`src/rtl/pcs_pkg.sv`:
```
// ----------------------------------------------------------------------------
// pcs_pkg
// shared types and constants of the pitch cascade stabilizer
// ----------------------------------------------------------------------------
package pcs_pkg;

  localparam int unsigned HalfW = 16;
  localparam int unsigned WordW = 32;
  localparam int unsigned CntW  = $clog2(HalfW);

  localparam logic [HalfW-1:0] LeadDecay = 16'd59297;
  localparam logic [HalfW-1:0] LeadTap   = 16'd6239;

  typedef enum logic [2:0] {
    REG_OUTER_GAIN   = 3'd0,
    REG_FF_GAIN      = 3'd1,
    REG_RATE_GAIN    = 3'd2,
    REG_LEAD_GAIN    = 3'd3,
    REG_STAB_ENABLE  = 3'd4,
    REG_LOADING_TRIM = 3'd5
  } cfg_reg_e;

  typedef struct packed {
    logic             load;
    logic             sub;
    logic [HalfW-1:0] mcand;
    logic [HalfW-1:0] mplier;
    logic [WordW-1:0] base;
  } mac_cmd_t;

  typedef struct packed {
    logic             done;
    logic [WordW-1:0] result;
  } mac_rsp_t;

endpackage

```
`src/rtl/pitch_cascade_stabilizer_unit.sv`:
```
// ----------------------------------------------------------------------------
// pitch_cascade_stabilizer_unit
// cascaded pd pitch controller with a first-order lead filter on rate error
// ----------------------------------------------------------------------------
// channel   direction  fields (lsb first)
// s_axis    in         tdata: tilt_error, desired_rate, rate_error; tuser: feedback_on
// m_axis    out        tdata: drive, outer_term
// cfg       in         index 0..5 selects the register, data carries its value
//
// each beat is worked out by the bit-serial multiplier, which is shared by
// all six products in turn
// the lead accumulator resets to zero and the stabilize enable to one
// a new beat is taken while a finished result still waits on m_axis
// ----------------------------------------------------------------------------
module pitch_cascade_stabilizer_unit
  import pcs_pkg::*;
(
  input  logic        clk_i,
  input  logic        rst_ni,
  input  logic        s_axis_tvalid,
  output logic        s_axis_tready,
  input  logic [47:0] s_axis_tdata,   // tilt_error, desired_rate, rate_error
  input  logic        s_axis_tuser,   // feedback_on
  output logic        m_axis_tvalid,
  input  logic        m_axis_tready,
  output logic [39:0] m_axis_tdata,   // drive, outer_term, zero fill
  input  logic        cfg_valid_i,
  output logic        cfg_ready_o,
  input  logic [2:0]  cfg_index_i,
  input  logic [15:0] cfg_data_i
);

  typedef enum logic [2:0] {
    ST_IDLE = 3'b001,
    ST_MUL  = 3'b010,
    ST_FIN  = 3'b100
  } state_e;

  state_e state_q, state_d;
  logic [2:0] ph_q, ph_d;

  logic [15:0] outer_gain_q, ff_gain_q, rate_gain_q, lead_gain_q;
  logic        stab_en_q;
  logic [15:0] trim_q;

  logic [15:0] drate_q, rerr_q;
  logic        fb_q;
  logic [31:0] lead_q, lead_d;
  logic [31:0] g_q, g_d;
  logic [15:0] outer_hi_q, outer_hi_d;
  logic [15:0] rate_hi_q, rate_hi_d;
  logic [15:0] lead_hi_q, lead_hi_d;

  logic        out_valid_q, out_valid_d;
  logic [17:0] drive_q, drive_d;
  logic [16:0] outer_q, outer_d;

  mac_cmd_t mac_cmd;
  mac_rsp_t mac_rsp;
  logic     in_acc;
  logic     out_free;
  logic [16:0] outer_part;
  logic [17:0] rate_part, lead_part;

  pcs_smac u_smac (
    .clk_i  (clk_i),
    .rst_ni (rst_ni),
    .cmd_i  (mac_cmd),
    .rsp_o  (mac_rsp)
  );

  assign cfg_ready_o   = 1'b1;
  assign s_axis_tready = (state_q == ST_IDLE);
  assign in_acc        = s_axis_tvalid && s_axis_tready;
  assign out_free      = !out_valid_q || m_axis_tready;

  always_comb begin
    state_d    = state_q;
    ph_d       = ph_q;
    lead_d     = lead_q;
    g_d        = g_q;
    outer_hi_d = outer_hi_q;
    rate_hi_d  = rate_hi_q;
    lead_hi_d  = lead_hi_q;
    mac_cmd    = '0;
    case (state_q)
      ST_IDLE: begin
        if (in_acc) begin
          mac_cmd.load   = 1'b1;
          mac_cmd.mcand  = s_axis_tdata[15:0];
          mac_cmd.mplier = outer_gain_q;
          ph_d           = 3'd0;
          state_d        = ST_MUL;
        end
      end
      ST_MUL: begin
        if (mac_rsp.done) begin
          ph_d = ph_q + 1'b1;
          case (ph_q)
            3'd0: begin
              mac_cmd.load   = 1'b1;
              mac_cmd.sub    = 1'b1;
              mac_cmd.mcand  = drate_q;
              mac_cmd.mplier = ff_gain_q;
              mac_cmd.base   = mac_rsp.result;
            end
            3'd1: begin
              outer_hi_d     = mac_rsp.result[31:16];
              mac_cmd.load   = 1'b1;
              mac_cmd.mcand  = rerr_q;
              mac_cmd.mplier = rate_gain_q;
            end
            3'd2: begin
              rate_hi_d      = mac_rsp.result[31:16];
              mac_cmd.load   = 1'b1;
              mac_cmd.mcand  = rerr_q;
              mac_cmd.mplier = lead_gain_q;
            end
            3'd3: begin
              g_d            = mac_rsp.result;
              mac_cmd.load   = 1'b1;
              mac_cmd.mcand  = lead_q[31:16];
              mac_cmd.mplier = LeadDecay;
              mac_cmd.base   = mac_rsp.result;
            end
            3'd4: begin
              if (fb_q) begin
                lead_d = mac_rsp.result;
              end
              mac_cmd.load   = 1'b1;
              mac_cmd.sub    = 1'b1;
              mac_cmd.mcand  = mac_rsp.result[31:16];
              mac_cmd.mplier = LeadTap;
              mac_cmd.base   = g_q;
            end
            default: begin
              lead_hi_d = mac_rsp.result[31:16];
              state_d   = ST_FIN;
            end
          endcase
        end
      end
      ST_FIN: begin
        if (out_free) begin
          state_d = ST_IDLE;
        end
      end
      default: state_d = ST_IDLE;
    endcase
  end

  assign outer_part = ((stab_en_q && fb_q) ? {outer_hi_q[15], outer_hi_q} : 17'd0)
                    + {trim_q[15], trim_q};
  assign rate_part  = fb_q ? {{2{rate_hi_q[15]}}, rate_hi_q} : 18'd0;
  assign lead_part  = fb_q ? {{2{lead_hi_q[15]}}, lead_hi_q} : 18'd0;

  always_comb begin
    out_valid_d = out_valid_q;
    drive_d     = drive_q;
    outer_d     = outer_q;
    if (m_axis_tready) begin
      out_valid_d = 1'b0;
    end
    if (state_q == ST_FIN && out_free) begin
      out_valid_d = 1'b1;
      outer_d     = outer_part;
      drive_d     = {outer_part[16], outer_part} + rate_part + lead_part;
    end
  end

  always_ff @(posedge clk_i or negedge rst_ni) begin
    if (!rst_ni) begin
      state_q      <= ST_IDLE;
      ph_q         <= '0;
      out_valid_q  <= 1'b0;
      lead_q       <= '0;
      outer_gain_q <= '0;
      ff_gain_q    <= '0;
      rate_gain_q  <= '0;
      lead_gain_q  <= '0;
      stab_en_q    <= 1'b1;
      trim_q       <= '0;
    end else begin
      state_q     <= state_d;
      ph_q        <= ph_d;
      out_valid_q <= out_valid_d;
      lead_q      <= lead_d;
      if (cfg_valid_i) begin
        case (cfg_index_i)
          REG_OUTER_GAIN:   outer_gain_q <= cfg_data_i;
          REG_FF_GAIN:      ff_gain_q    <= cfg_data_i;
          REG_RATE_GAIN:    rate_gain_q  <= cfg_data_i;
          REG_LEAD_GAIN:    lead_gain_q  <= cfg_data_i;
          REG_STAB_ENABLE:  stab_en_q    <= cfg_data_i[0];
          REG_LOADING_TRIM: trim_q       <= cfg_data_i;
          default: ;
        endcase
      end
    end
  end

  always_ff @(posedge clk_i) begin
    if (in_acc) begin
      drate_q <= s_axis_tdata[31:16];
      rerr_q  <= s_axis_tdata[47:32];
      fb_q    <= s_axis_tuser;
    end
    g_q        <= g_d;
    outer_hi_q <= outer_hi_d;
    rate_hi_q  <= rate_hi_d;
    lead_hi_q  <= lead_hi_d;
    drive_q    <= drive_d;
    outer_q    <= outer_d;
  end

  assign m_axis_tvalid = out_valid_q;
  assign m_axis_tdata  = {5'd0, outer_q, drive_q};

endmodule

```
`src/rtl/pcs_smac.sv`:
```
// ----------------------------------------------------------------------------
// pcs_smac
// serial multiply-accumulate: base +/- signed x unsigned, one multiplier bit
// per cycle, wrapped to 32 bits
// ----------------------------------------------------------------------------
module pcs_smac
  import pcs_pkg::*;
(
  input  logic     clk_i,
  input  logic     rst_ni,
  input  mac_cmd_t cmd_i,
  output mac_rsp_t rsp_o
);

  logic             run_q, run_d;
  logic             sub_q, sub_d;
  logic [CntW-1:0]  cnt_q, cnt_d;
  logic [WordW-1:0] acc_q, acc_d;
  logic [WordW-1:0] mcand_q, mcand_d;
  logic [HalfW-1:0] mplier_q, mplier_d;
  logic [WordW-1:0] addend;
  logic [WordW-1:0] acc_step;
  logic             last;

  assign addend   = mplier_q[0] ? mcand_q : '0;
  assign acc_step = sub_q ? acc_q - addend : acc_q + addend;
  assign last     = run_q && (cnt_q == CntW'(HalfW - 1));

  always_comb begin
    run_d    = run_q;
    sub_d    = sub_q;
    cnt_d    = cnt_q;
    acc_d    = acc_q;
    mcand_d  = mcand_q;
    mplier_d = mplier_q;
    if (cmd_i.load) begin
      run_d    = 1'b1;
      sub_d    = cmd_i.sub;
      cnt_d    = '0;
      acc_d    = cmd_i.base;
      mcand_d  = {{(WordW-HalfW){cmd_i.mcand[HalfW-1]}}, cmd_i.mcand};
      mplier_d = cmd_i.mplier;
    end else if (run_q) begin
      acc_d    = acc_step;
      mcand_d  = {mcand_q[WordW-2:0], 1'b0};
      mplier_d = {1'b0, mplier_q[HalfW-1:1]};
      cnt_d    = cnt_q + 1'b1;
      if (last) begin
        run_d = 1'b0;
      end
    end
  end

  always_ff @(posedge clk_i or negedge rst_ni) begin
    if (!rst_ni) begin
      run_q <= 1'b0;
      cnt_q <= '0;
    end else begin
      run_q <= run_d;
      cnt_q <= cnt_d;
    end
  end

  always_ff @(posedge clk_i) begin
    sub_q    <= sub_d;
    acc_q    <= acc_d;
    mcand_q  <= mcand_d;
    mplier_q <= mplier_d;
  end

  assign rsp_o.done   = last;
  assign rsp_o.result = acc_step;

endmodule

```
`config.mk`:
```
export PLATFORM = sky130hd
export DESIGN_NAME = pitch_cascade_stabilizer_unit
export DESIGN_NICKNAME = d
export VERILOG_FILES = /design/src/rtl/pcs_pkg.sv /design/src/rtl/pitch_cascade_stabilizer_unit.sv /design/src/rtl/pcs_smac.sv
export SDC_FILE = /design/constraint.sdc
export NUM_CORES = 1
export LEC_CHECK = 0
export BUFFER_PORTS_ARGS = -buffer_cell sky130_fd_sc_hd__buf_2
export CAP_MARGIN = 20
export CORE_MARGIN = 1
export CORE_UTILIZATION = 55
export CTS_CLUSTER_SIZE = 10
export DETAILED_ROUTE_END_ITERATION = 8
export HOLD_SLACK_MARGIN = 0.03
export PLACE_DENSITY = 0.73
export SLEW_MARGIN = 20
export SYNTH_ARGS = -nofsm -noshare
export SYNTH_HDL_FRONTEND = slang
export SYNTH_SLANG_ARGS = --single-unit
```
`constraint.sdc`:
```
create_clock -name clk_i -period 8.25 [get_ports clk_i]
set_input_delay 0.4125 -clock clk_i [delete_from_list [all_inputs] [get_ports clk_i]]
set_output_delay 0.4125 -clock clk_i [all_outputs]
set_load 0.02 [all_outputs]
```
==> results.sh, run 1 <==
export IMPL_status="finished clean"
export IMPL_core_area_um2=31470
export IMPL_synth_avg_cell_area_um2=11.77
export IMPL_cts_tree="done"
export IMPL_report_final_slew_viol_count=0
export IMPL_cts_path_max_buffers=3
export IMPL_period_share_pct=69.78
export IMPL_hold_violations=0
export IMPL_crit_arrival_ps=6000
export IMPL_cp_slowest_stage_delay_ps=820
export IMPL_numCtsBuffers=41
export IMPL_setup_violations=0
export IMPL_power_per_cell_area_nw_per_um2=456.7
export IMPL_synth_flop_cell="edfxtp_1"
export IMPL_routedWlPerCell_um=19.83
export IMPL_clk_pin_slew_ps=60
export IMPL_area_growth_pct=13.05
export IMPL_fin_area_um2=19880
export IMPL_synth_seq_cells=338
export IMPL_post_route_drc_count=0
export IMPL_p_leak_nw=8.418
export IMPL_nets=1763
export IMPL_gp_congestion=0.8899
export IMPL_num_vias=12220
export IMPL_synth_distinct_cells=80
export IMPL_start_util_pct=55.89
export IMPL_ir_worst_vdd_v=0.0002972
export IMPL_setup_tns_ps=0
export IMPL_cp_slowest_cell="a221oi_4"
export IMPL_grt_usage_pct=24.68
export IMPL_clock_skew_ps=21.45
export IMPL_hold_path_class="in2reg"
export IMPL_critPathKind="reg2reg"
export IMPL_die_w_um=180.8
export IMPL_dr_pass1_iters=6
export IMPL_slew_headroom_pct=19.77
export IMPL_cts_resized=0
export IMPL_clkLatencyLatePin_ps=540
export IMPL_num_rows=65
export IMPL_worst_slew_pin_slew_ps=1195
export IMPL_port_buffers=109
export IMPL_grt_remaining_overflow=0
export IMPL_p_total_mw=9.081
export IMPL_required_ps=8490
export IMPL_start_kind="flip-flop"
export IMPL_synth_cell_area_um2=17590
export IMPL_ant_nets=0
export IMPL_pin_count=116
export IMPL_fmax_mhz=173.7
export IMPL_drive_gt1_share_pct=19.72
export IMPL_place_area_um2=18550
export IMPL_viasPerCell=6.002
export IMPL_root_buffer="clkbuf_16"
export IMPL_fin_util_pct=63.18
export IMPL_grt_max_degree=66
export IMPL_cts_htree_levels=2
export IMPL_drt_total_wl_mm=40.37
export IMPL_die_y_um=180.8
export IMPL_ys_seq_area_share_pct=54.62
export IMPL_syn_inst=1495
export IMPL_grt_pass1_wl_mm=63.52
export IMPL_cts_hold_fix_buffers=1
export IMPL_crit_path_frequent_cell="a211oi_1"
export IMPL_yosysWarnings=0
export IMPL_antenna_found_initial=1
export IMPL_dieArea_um2=32700
export IMPL_cts_setup_buffers=0
export IMPL_synthArstFlopShare_pct=32.25
export IMPL_cap_violations=0
export IMPL_setup_worst_path_end_class="flip-flop"
export IMPL_synth_edf_count=229
export IMPL_grt_pass1_vias=11830
export IMPL_hpwl_mm=27.35
export IMPL_clock_sinks=338
export IMPL_rsz0062_at_grt="false"
export IMPL_cp_cell_sequence="or3_1 > nor4_1 > nand4b_1 > o41ai_1 > and3_1 > a21oi_1 > xor2_1 > ha_1 > a21o_1 > a211oi_1 > o21ai_0 > a211oi_1 > a31oi_4 > xnor2_4 > a221oi_4 > o21ai_1"
export IMPL_drt_iter0_markers=1066
export IMPL_min_period_ps=5757
export IMPL_crit_path_max_fanout=17
per-layer routing:
metal	share of wire [%]	wire length, µm	track usage [%]	vias up
met5	0	0	0	-
met4	2.4	954	7.795	0
met3	7.0	2845	4.334	72
met2	45	18270	38.59	427
met1	45	18290	35.15	5974
li1	-	-	-	5748
cell usage in the layout, fill, tap and decap left out, types with 60 or more instances in the layout:
cell type	n
o21ai_0	75
a21oi_1	60
nor2_1	91
inv_1	67
edfxtp_1	229
nand2_1	161
buf_2	108
ha_1	70
dfrtp_1	107
mux2_2	97
cell type report:
| cell class | instances | area, µm² |
|---|---|---|
| Multi-Input combinational cell | 1020 | 7516 |
| Fill cell | 2386 | 11590 |
| Antenna cell | 1 | 2.502 |
| Clock buffer | 72 | 1215 |
| Sequential cell | 338 | 9607 |
| Clock inverter | 4 | 46.29 |
| Inverter | 69 | 259.0 |
| Timing Repair Buffer | 130 | 735.7 |
| Tap cell | 402 | 503.0 |
worst paths after layout:
kind	startpoint	end	slack, ps	depth (start not counted)
worst max-delay path	u_smac.mcand_q[4]	u_smac.mcand_q[20]	2490	16
worst min-delay path	s_axis_tdata[37]	rerr_q[5]	50	1
worst max register to register	u_smac.mcand_q[4]	u_smac.mcand_q[20]	2490	16
worst min register to register	rate_gain_q[1]	rate_gain_q[1]	510	1
max in group asynchronous	rst_ni	ff_gain_q[6]	6570	3
min in group asynchronous	rst_ni	lead_q[19]	410	2
Yosys cell counts, types with 5 or more instances:
master | instances | area share, %
xnor2_1 | 41 | 2.0
dfrtp_1 | 107 | 15
a21oi_1 | 60 | 1.7
nand2_1 | 161 | 3.4
a211oi_1 | 10 | 0.43
buf_4 | 6 | 0.26
and2_1 | 10 | 0.36
nor3_1 | 18 | 0.51
o21ai_0 | 75 | 2.1
buf_1 | 8 | 0.17
o31ai_1 | 6 | 0.26
a21o_1 | 28 | 1.2
o21bai_1 | 5 | 0.21
nand4_1 | 6 | 0.21
o211ai_1 | 11 | 0.47
or3_1 | 12 | 0.43
clkbuf_1 | 56 | 1.2
a222oi_1 | 24 | 1.4
ha_1 | 70 | 5.0
nor2_1 | 96 | 2.0
nand3_1 | 24 | 0.68
a31oi_1 | 7 | 0.25
nor2b_1 | 9 | 0.32
nand2_2 | 10 | 0.36
a21boi_0 | 5 | 0.21
a22oi_1 | 32 | 1.4
fa_1 | 20 | 2.3
a22o_1 | 33 | 1.6
edfxtp_1 | 229 | 39
o21a_1 | 6 | 0.26
mux2_2 | 97 | 6.2
and3_1 | 25 | 0.89
inv_1 | 67 | 1.4
or2_2 | 5 | 0.18
xor2_1 | 34 | 1.7
nand2b_1 | 8 | 0.28
a221o_1 | 5 | 0.28
critical path: cells and delay by family, from the launching register on:
family | cells | cell delay, ps
simple gates | 4 | 1330
xor+xnor | 2 | 470
compound gates | 9 | 2840
fa+ha+maj | 1 | 350
flops | 1 | 460
metrics by stage:
step,std cells,hold slack [ps],worst slack (ps)
finish,2036,51.77,2493
detailed placement,1956,447.0,2619
global placement,1956,444.9,2739
global route,2036,31.03,2057
CTS,2033,38.56,2558
floorplan,1499,116.9,3270
cell families after synthesis:
family / share of synthesized area (%)
simple gates: 11.03
compound gates: 13.71
flops: 54.62
buf+inv: 3.187
mux: 6.267
fa+ha+maj: 7.256
xor+xnor: 3.891
other cells: 0.04270
registers in the layout, summed over array words and instances (netlist names), 16 cells and up:
register	count
g_q	32
u_smac.acc_q	32
u_smac.mcand_q	32
drive_q	18
outer_q	17
drate_q	16
ff_gain_q	16
lead_gain_q	16
lead_hi_q	16
lead_q	16
outer_gain_q	16
outer_hi_q	16
rate_gain_q	16
rate_hi_q	16
rerr_q	16
trim_q	16
u_smac.mplier_q	16
power by group:
| part | switching (mW) | leakage, nW | internal [mW] | total [mW] |
|---|---|---|---|---|
| Combinational | 2.75 | 4.22 | 1.69 | 4.45 |
| Sequential | 0.252 | 3.60 | 2.70 | 2.96 |
| Clock | 0.681 | 0.599 | 0.998 | 1.68 |
| Total | 3.69 | 8.42 | 5.40 | 9.08 |
Note: power is estimated with default switching activity, not from simulation.
==> run 2, diff against run 1 <==
Clock period 8.25 ns to 5.81 ns, I/O delays scaled along.
==> results.sh, run 2 (synthesis results as in run 1) <==
export IMPL_p_leak_nw=8.593
export IMPL_use_met3_pct=3.608
export IMPL_area_growth_pct=15.08
export IMPL_clk_pin_slew_ps=60
export IMPL_hpwl_mm=27.33
export IMPL_holdPathEnd="trim_q[12]"
export IMPL_cts_setup_buffers=0
export IMPL_rr_endpoint="drive_q[16]"
export IMPL_dr_pass1_iters=5
export IMPL_use_met1_pct=36.57
export IMPL_start_kind="flip-flop"
export IMPL_numCtsBuffers=40
export IMPL_rsz0062_at_grt="false"
export IMPL_grt_pass1_vias=12020
export IMPL_setup_tns_ps=0
export IMPL_cap_violations=0
export IMPL_post_route_drc_count=0
export IMPL_core_area_um2=31470
export IMPL_slew_headroom_pct=29.39
export IMPL_r2r_start="stab_en_q"
export IMPL_port_buffers=109
export IMPL_nFillCells=2321
export IMPL_busiest_layer="met2"
export IMPL_cts_resized=0
export IMPL_worstHoldStart="cfg_data_i[12]"
export IMPL_die_y_um=180.8
export IMPL_hold_violations=0
export IMPL_ff2ff_path_depth=19
export IMPL_cts_path_max_buffers=3
export IMPL_r2r_slack_ps=460
export IMPL_report_final_slew_viol_count=0
export IMPL_final_cell_mix="edfxtp_1, nand2_1, buf_2, dfrtp_1, mux2_2"
export IMPL_crit_path_max_fanout=17
export IMPL_fin_util_pct=64.31
export IMPL_setup_slack_ps=456.4
export IMPL_met2_usage_pct=38.67
export IMPL_ant_nets=0
export IMPL_clock_sinks=338
export IMPL_setup_worst_path_end_class="flip-flop"
export IMPL_dieArea_um2=32700
export IMPL_power_per_cell_area_nw_per_um2=649.1
export IMPL_nets=1812
export IMPL_dp_cells=1973
export IMPL_num_vias=12440
export IMPL_cts_tree="done"
export IMPL_cts_hold_fix_buffers=35
export IMPL_dpl_worst_slack_ps=545.4
export IMPL_clock_skew_ps=33.32
export IMPL_grt_pass1_wl_mm=64.46
export IMPL_gp_congestion=0.9156
export IMPL_antenna_found_initial=1
export IMPL_drive_gt1_share_pct=19.85
export IMPL_period_share_pct=92.14
export IMPL_clkLatencyLatePin_ps=540
export IMPL_critPathKind="reg2reg"
export IMPL_grt_max_degree=81
export IMPL_drt_iter0_markers=1096
export IMPL_ir_worst_vdd_v=0.0003792
export IMPL_crit_arrival_ps=5640
export IMPL_antenna_cells=0
export IMPL_root_buffer="clkbuf_16"
export IMPL_grt_remaining_overflow=0
export IMPL_hold_path_class="in2reg"
export IMPL_status="finished clean"
export IMPL_fin_cells=2080
export IMPL_cts_htree_levels=2
export IMPL_hold_depth=2
export IMPL_grt_usage_pct=24.93
export IMPL_fmax_mhz=186.8
export IMPL_worst_slew_pin_slew_ps=1054
export IMPL_final_common_cell="edfxtp_1"
export IMPL_required_ps=6100
export IMPL_viasPerCell=5.980
export IMPL_routedWlPerCell_um=19.46
export IMPL_min_period_ps=5354
export IMPL_pin_count=116
export IMPL_reg_top3="g_q: 32 flops, u_smac.acc_q: 32 flops, u_smac.mcand_q: 32 flops"
export IMPL_start_util_pct=55.89
export IMPL_drt_total_wl_mm=40.48
export IMPL_setup_violations=0
export IMPL_num_rows=65
export IMPL_die_w_um=180.8
[run 2: cell type report]
cell class	count	area [µm²]	area share (%)
Clock buffer	67	1134	5.600
Clock inverter	4	47.55	0.2349
Inverter	69	259.0	1.280
Multi-Input combinational cell	1020	7503	37.07
Sequential cell	338	9607	47.46
Tap cell	402	503.0	2.485
Timing Repair Buffer	180	1189	5.872
[run 2: through the flow]
stage,cell area (µm²),total power [mW],hold slack [ps]
final,20240,13.14,57.66
after CTS,20210,13.09,37.20
after global routing,20240,13.89,51.10
after detailed placement,18680,10.74,371.0
after global placement,18680,10.56,366.4
after floorplan,17600,8.363,-5.091
[run 2: critical path, cell delays in order, from the launching register on]
cell,delay (ps)
dfstp_2,660
and3_1,260
ha_1,250
a21o_1,180
a21o_1,200
a21oi_1,220
o21ai_0,160
a41o_1,300
or2_2,290
xor2_1,220
inv_1,100
fa_1,540
inv_1,50
ha_1,370
and3_1,190
a211oi_1,340
nor3_1,130
or3_1,370
a21oi_1,190
xnor2_1,90
[run 2: worst max-delay path by stage]
stage	cells after the start	slack, ps	start	to
2_1_floorplan	21	830	fb_q	drive_q[16]
3_3_place_gp	20	680	stab_en_q	drive_q[16]
3_5_place_dp	20	550	stab_en_q	drive_q[16]
4_1_cts	20	520	stab_en_q	drive_q[16]
5_1_grt	20	70	stab_en_q	drive_q[16]
6_report	19	460	stab_en_q	drive_q[16]
[run 2: metal layers]
layer	wire length, µm	vias to the layer above
met1	18180	6040
li1	-	5850
met2	18530	477
met3	2841	71
met4	929	0
met5	0	-
[run 2: power by group]
part / switching (mW) / leakage (nW) / internal, mW / total [mW]
sequential: 0.360 / 3.60 / 3.83 / 4.19
clock: 0.952 / 0.563 / 1.33 / 2.28
combinational: 3.97 / 4.43 / 2.70 / 6.67
==> run 3, diff against run 2 <==
Settings changed: CORE_UTILIZATION 55 to 60, PLACE_DENSITY 0.73 to 0.79.
Clock period 5.81 ns to 5.3 ns, I/O delays scaled along.
==> results.sh, run 3 (synthesis results as in run 1) <==
export IMPL_hold_path_class="in2reg"
export IMPL_setup_worst_path_end_class="flip-flop"
export IMPL_setup_tns_ps=0
export IMPL_fin_area_um2=20410
export IMPL_nets=1826
export IMPL_numCtsBuffers=40
export IMPL_cts_path_max_buffers=3
export IMPL_post_route_drc_count=0
export IMPL_routedWlPerCell_um=20.33
export IMPL_grt_max_degree=81
export IMPL_viasPerCell=6.149
export IMPL_nFillCells=1936
export IMPL_pin_count=116
export IMPL_critPathKind="reg2reg"
export IMPL_crit_path_max_fanout=7
export IMPL_port_buffers=109
export IMPL_start_util_pct=61.12
export IMPL_clkLatencyLatePin_ps=550
export IMPL_hpwl_mm=27.66
export IMPL_crit_arrival_ps=5530
export IMPL_num_rows=62
export IMPL_setup_violations=0
export IMPL_grt_usage_pct=28.31
export IMPL_cts_htree_levels=2
export IMPL_clk_pin_slew_ps=60
export IMPL_antenna_cells=0
export IMPL_r2r_slack_ps=160
export IMPL_grt_pass1_wl_mm=67.08
export IMPL_final_common_cell="edfxtp_1"
export IMPL_report_final_slew_viol_count=0
export IMPL_start_kind="flip-flop"
export IMPL_root_buffer="clkbuf_16"
export IMPL_fmax_mhz=194.7
export IMPL_required_ps=5700
export IMPL_ir_worst_vdd_v=0.0004990
export IMPL_slew_headroom_pct=26.91
export IMPL_cap_violations=0
export IMPL_power_per_cell_area_nw_per_um2=714.8
export IMPL_final_seq_area_um2=9607
export IMPL_grt_remaining_overflow=0
export IMPL_status="finished clean"
export IMPL_clock_sinks=338
export IMPL_drt_iter0_markers=1354
export IMPL_hold_violations=0
export IMPL_drt_total_wl_mm=42.15
export IMPL_worst_slew_pin_slew_ps=1092
export IMPL_p_leak_nw=8.696
export IMPL_reg_top3="g_q: 32 flops, u_smac.acc_q: 32 flops, u_smac.mcand_q: 32 flops"
export IMPL_num_vias=12750
export IMPL_period_share_pct=96.89
export IMPL_core_area_um2=28780
export IMPL_drive_gt1_share_pct=20.90
export IMPL_grt_pass1_vias=12460
export IMPL_place_area_um2=18710
export IMPL_area_growth_pct=16.06
export IMPL_multi_input_area_um2=7557
export IMPL_gp_congestion=0.9117
export IMPL_die_w_um=173.2
export IMPL_ant_nets=0
export IMPL_cts_tree="done"
export IMPL_final_cell_mix="edfxtp_1, nand2_1, buf_2, dfrtp_1, mux2_2"
export IMPL_dr_pass1_iters=7
export IMPL_die_y_um=173.2
export IMPL_antenna_found_initial=0
export IMPL_clock_skew_ps=21.75
export IMPL_min_period_ps=5135
export IMPL_dieArea_um2=30010
[run 3: cell count changes in the layout (fill, tap and decap cells not counted), sizes merged]
cell	previous run	this run
clkinv	4	5
buf	145	155
clkbuf	67	64
dlygate4sd3	35	39
inv	69	68
[run 3: path summary, 6_finish.rpt]
path	start	end	cells after the start
setup / recovery	u_smac.mcand_q[5]	u_smac.acc_q[25]	17
hold reg to reg	ff_gain_q[11]	ff_gain_q[11]	1
max in group asynchronous	rst_ni	trim_q[0]	3
hold / removal	s_axis_tdata[2]	u_smac.mcand_q[2]	2
min in group asynchronous	rst_ni	lead_q[19]	2
setup reg to reg	u_smac.mcand_q[5]	u_smac.acc_q[25]	17
[run 3: worst max-delay path, stage by stage (launching register included)]
cell and delay, ps:
edfxtp_1 370, or3_1 440, nor4_1 210, buf_4 180
nand4b_1 150, nor3_1 240, a21oi_1 100, nand3_1 110
o311ai_0 170, ha_1 500, nand3_1 180, a2111oi_1 470
buf_4 200, nor3_1 50, or2_2 300, a31o_2 260
xnor2_1 790, a22o_1 270
[run 3: through the flow]
| stage | setup WS [ps] | util [%] | std cells | total power [mW] | hold slack, ps |
|---|---|---|---|---|---|
| after global routing | -31.07 | 70.93 | 2073 | 15.37 | 35.05 |
| final | 164.7 | 70.93 | 2073 | 14.59 | 43.33 |
| after CTS | 61.54 | 70.54 | 2069 | 14.33 | 32.45 |
| after detailed placement | 56.35 | 65.02 | 1962 | 11.74 | 305.8 |
| after floorplan | 320.3 | - | 1499 | 9.168 | -30.59 |
| after global placement | 214.5 | 65.02 | 1962 | 11.47 | 306.5 |
[run 3: power breakdown]
group / switching [mW] / internal (mW)
registers: 0.406 / 4.20
logic: 4.46 / 3.00
clock network: 1.04 / 1.48
[run 3: metal layers]
layer  up-vias  part of all wire, %  global-route usage (%)
met2       581                   47                   45.55
li1       5863                    -                       -
met4         0                  2.0                   7.559
met5         -                    0                       0
met1      6234                   43                   40.49
met3        68                  8.1                   4.342
[run 3: timing repair]
item                                   in CTS  in global routing
resized for setup                           0                 12
hold buffers                               39                  0
setup buffers                               0                  2
setup endpoints to repair                   0                 35
endpoints found under the hold margin      88                  0
[run 3: layout make-up]
cell class	count	area share, %
multi-input combinational	1020	37.02
timing repair buffer	194	6.429
inverter	69	1.269
clock inverter	4	0.2697
clock buffer	64	5.602
tap	384	2.354
sequential	338	47.06
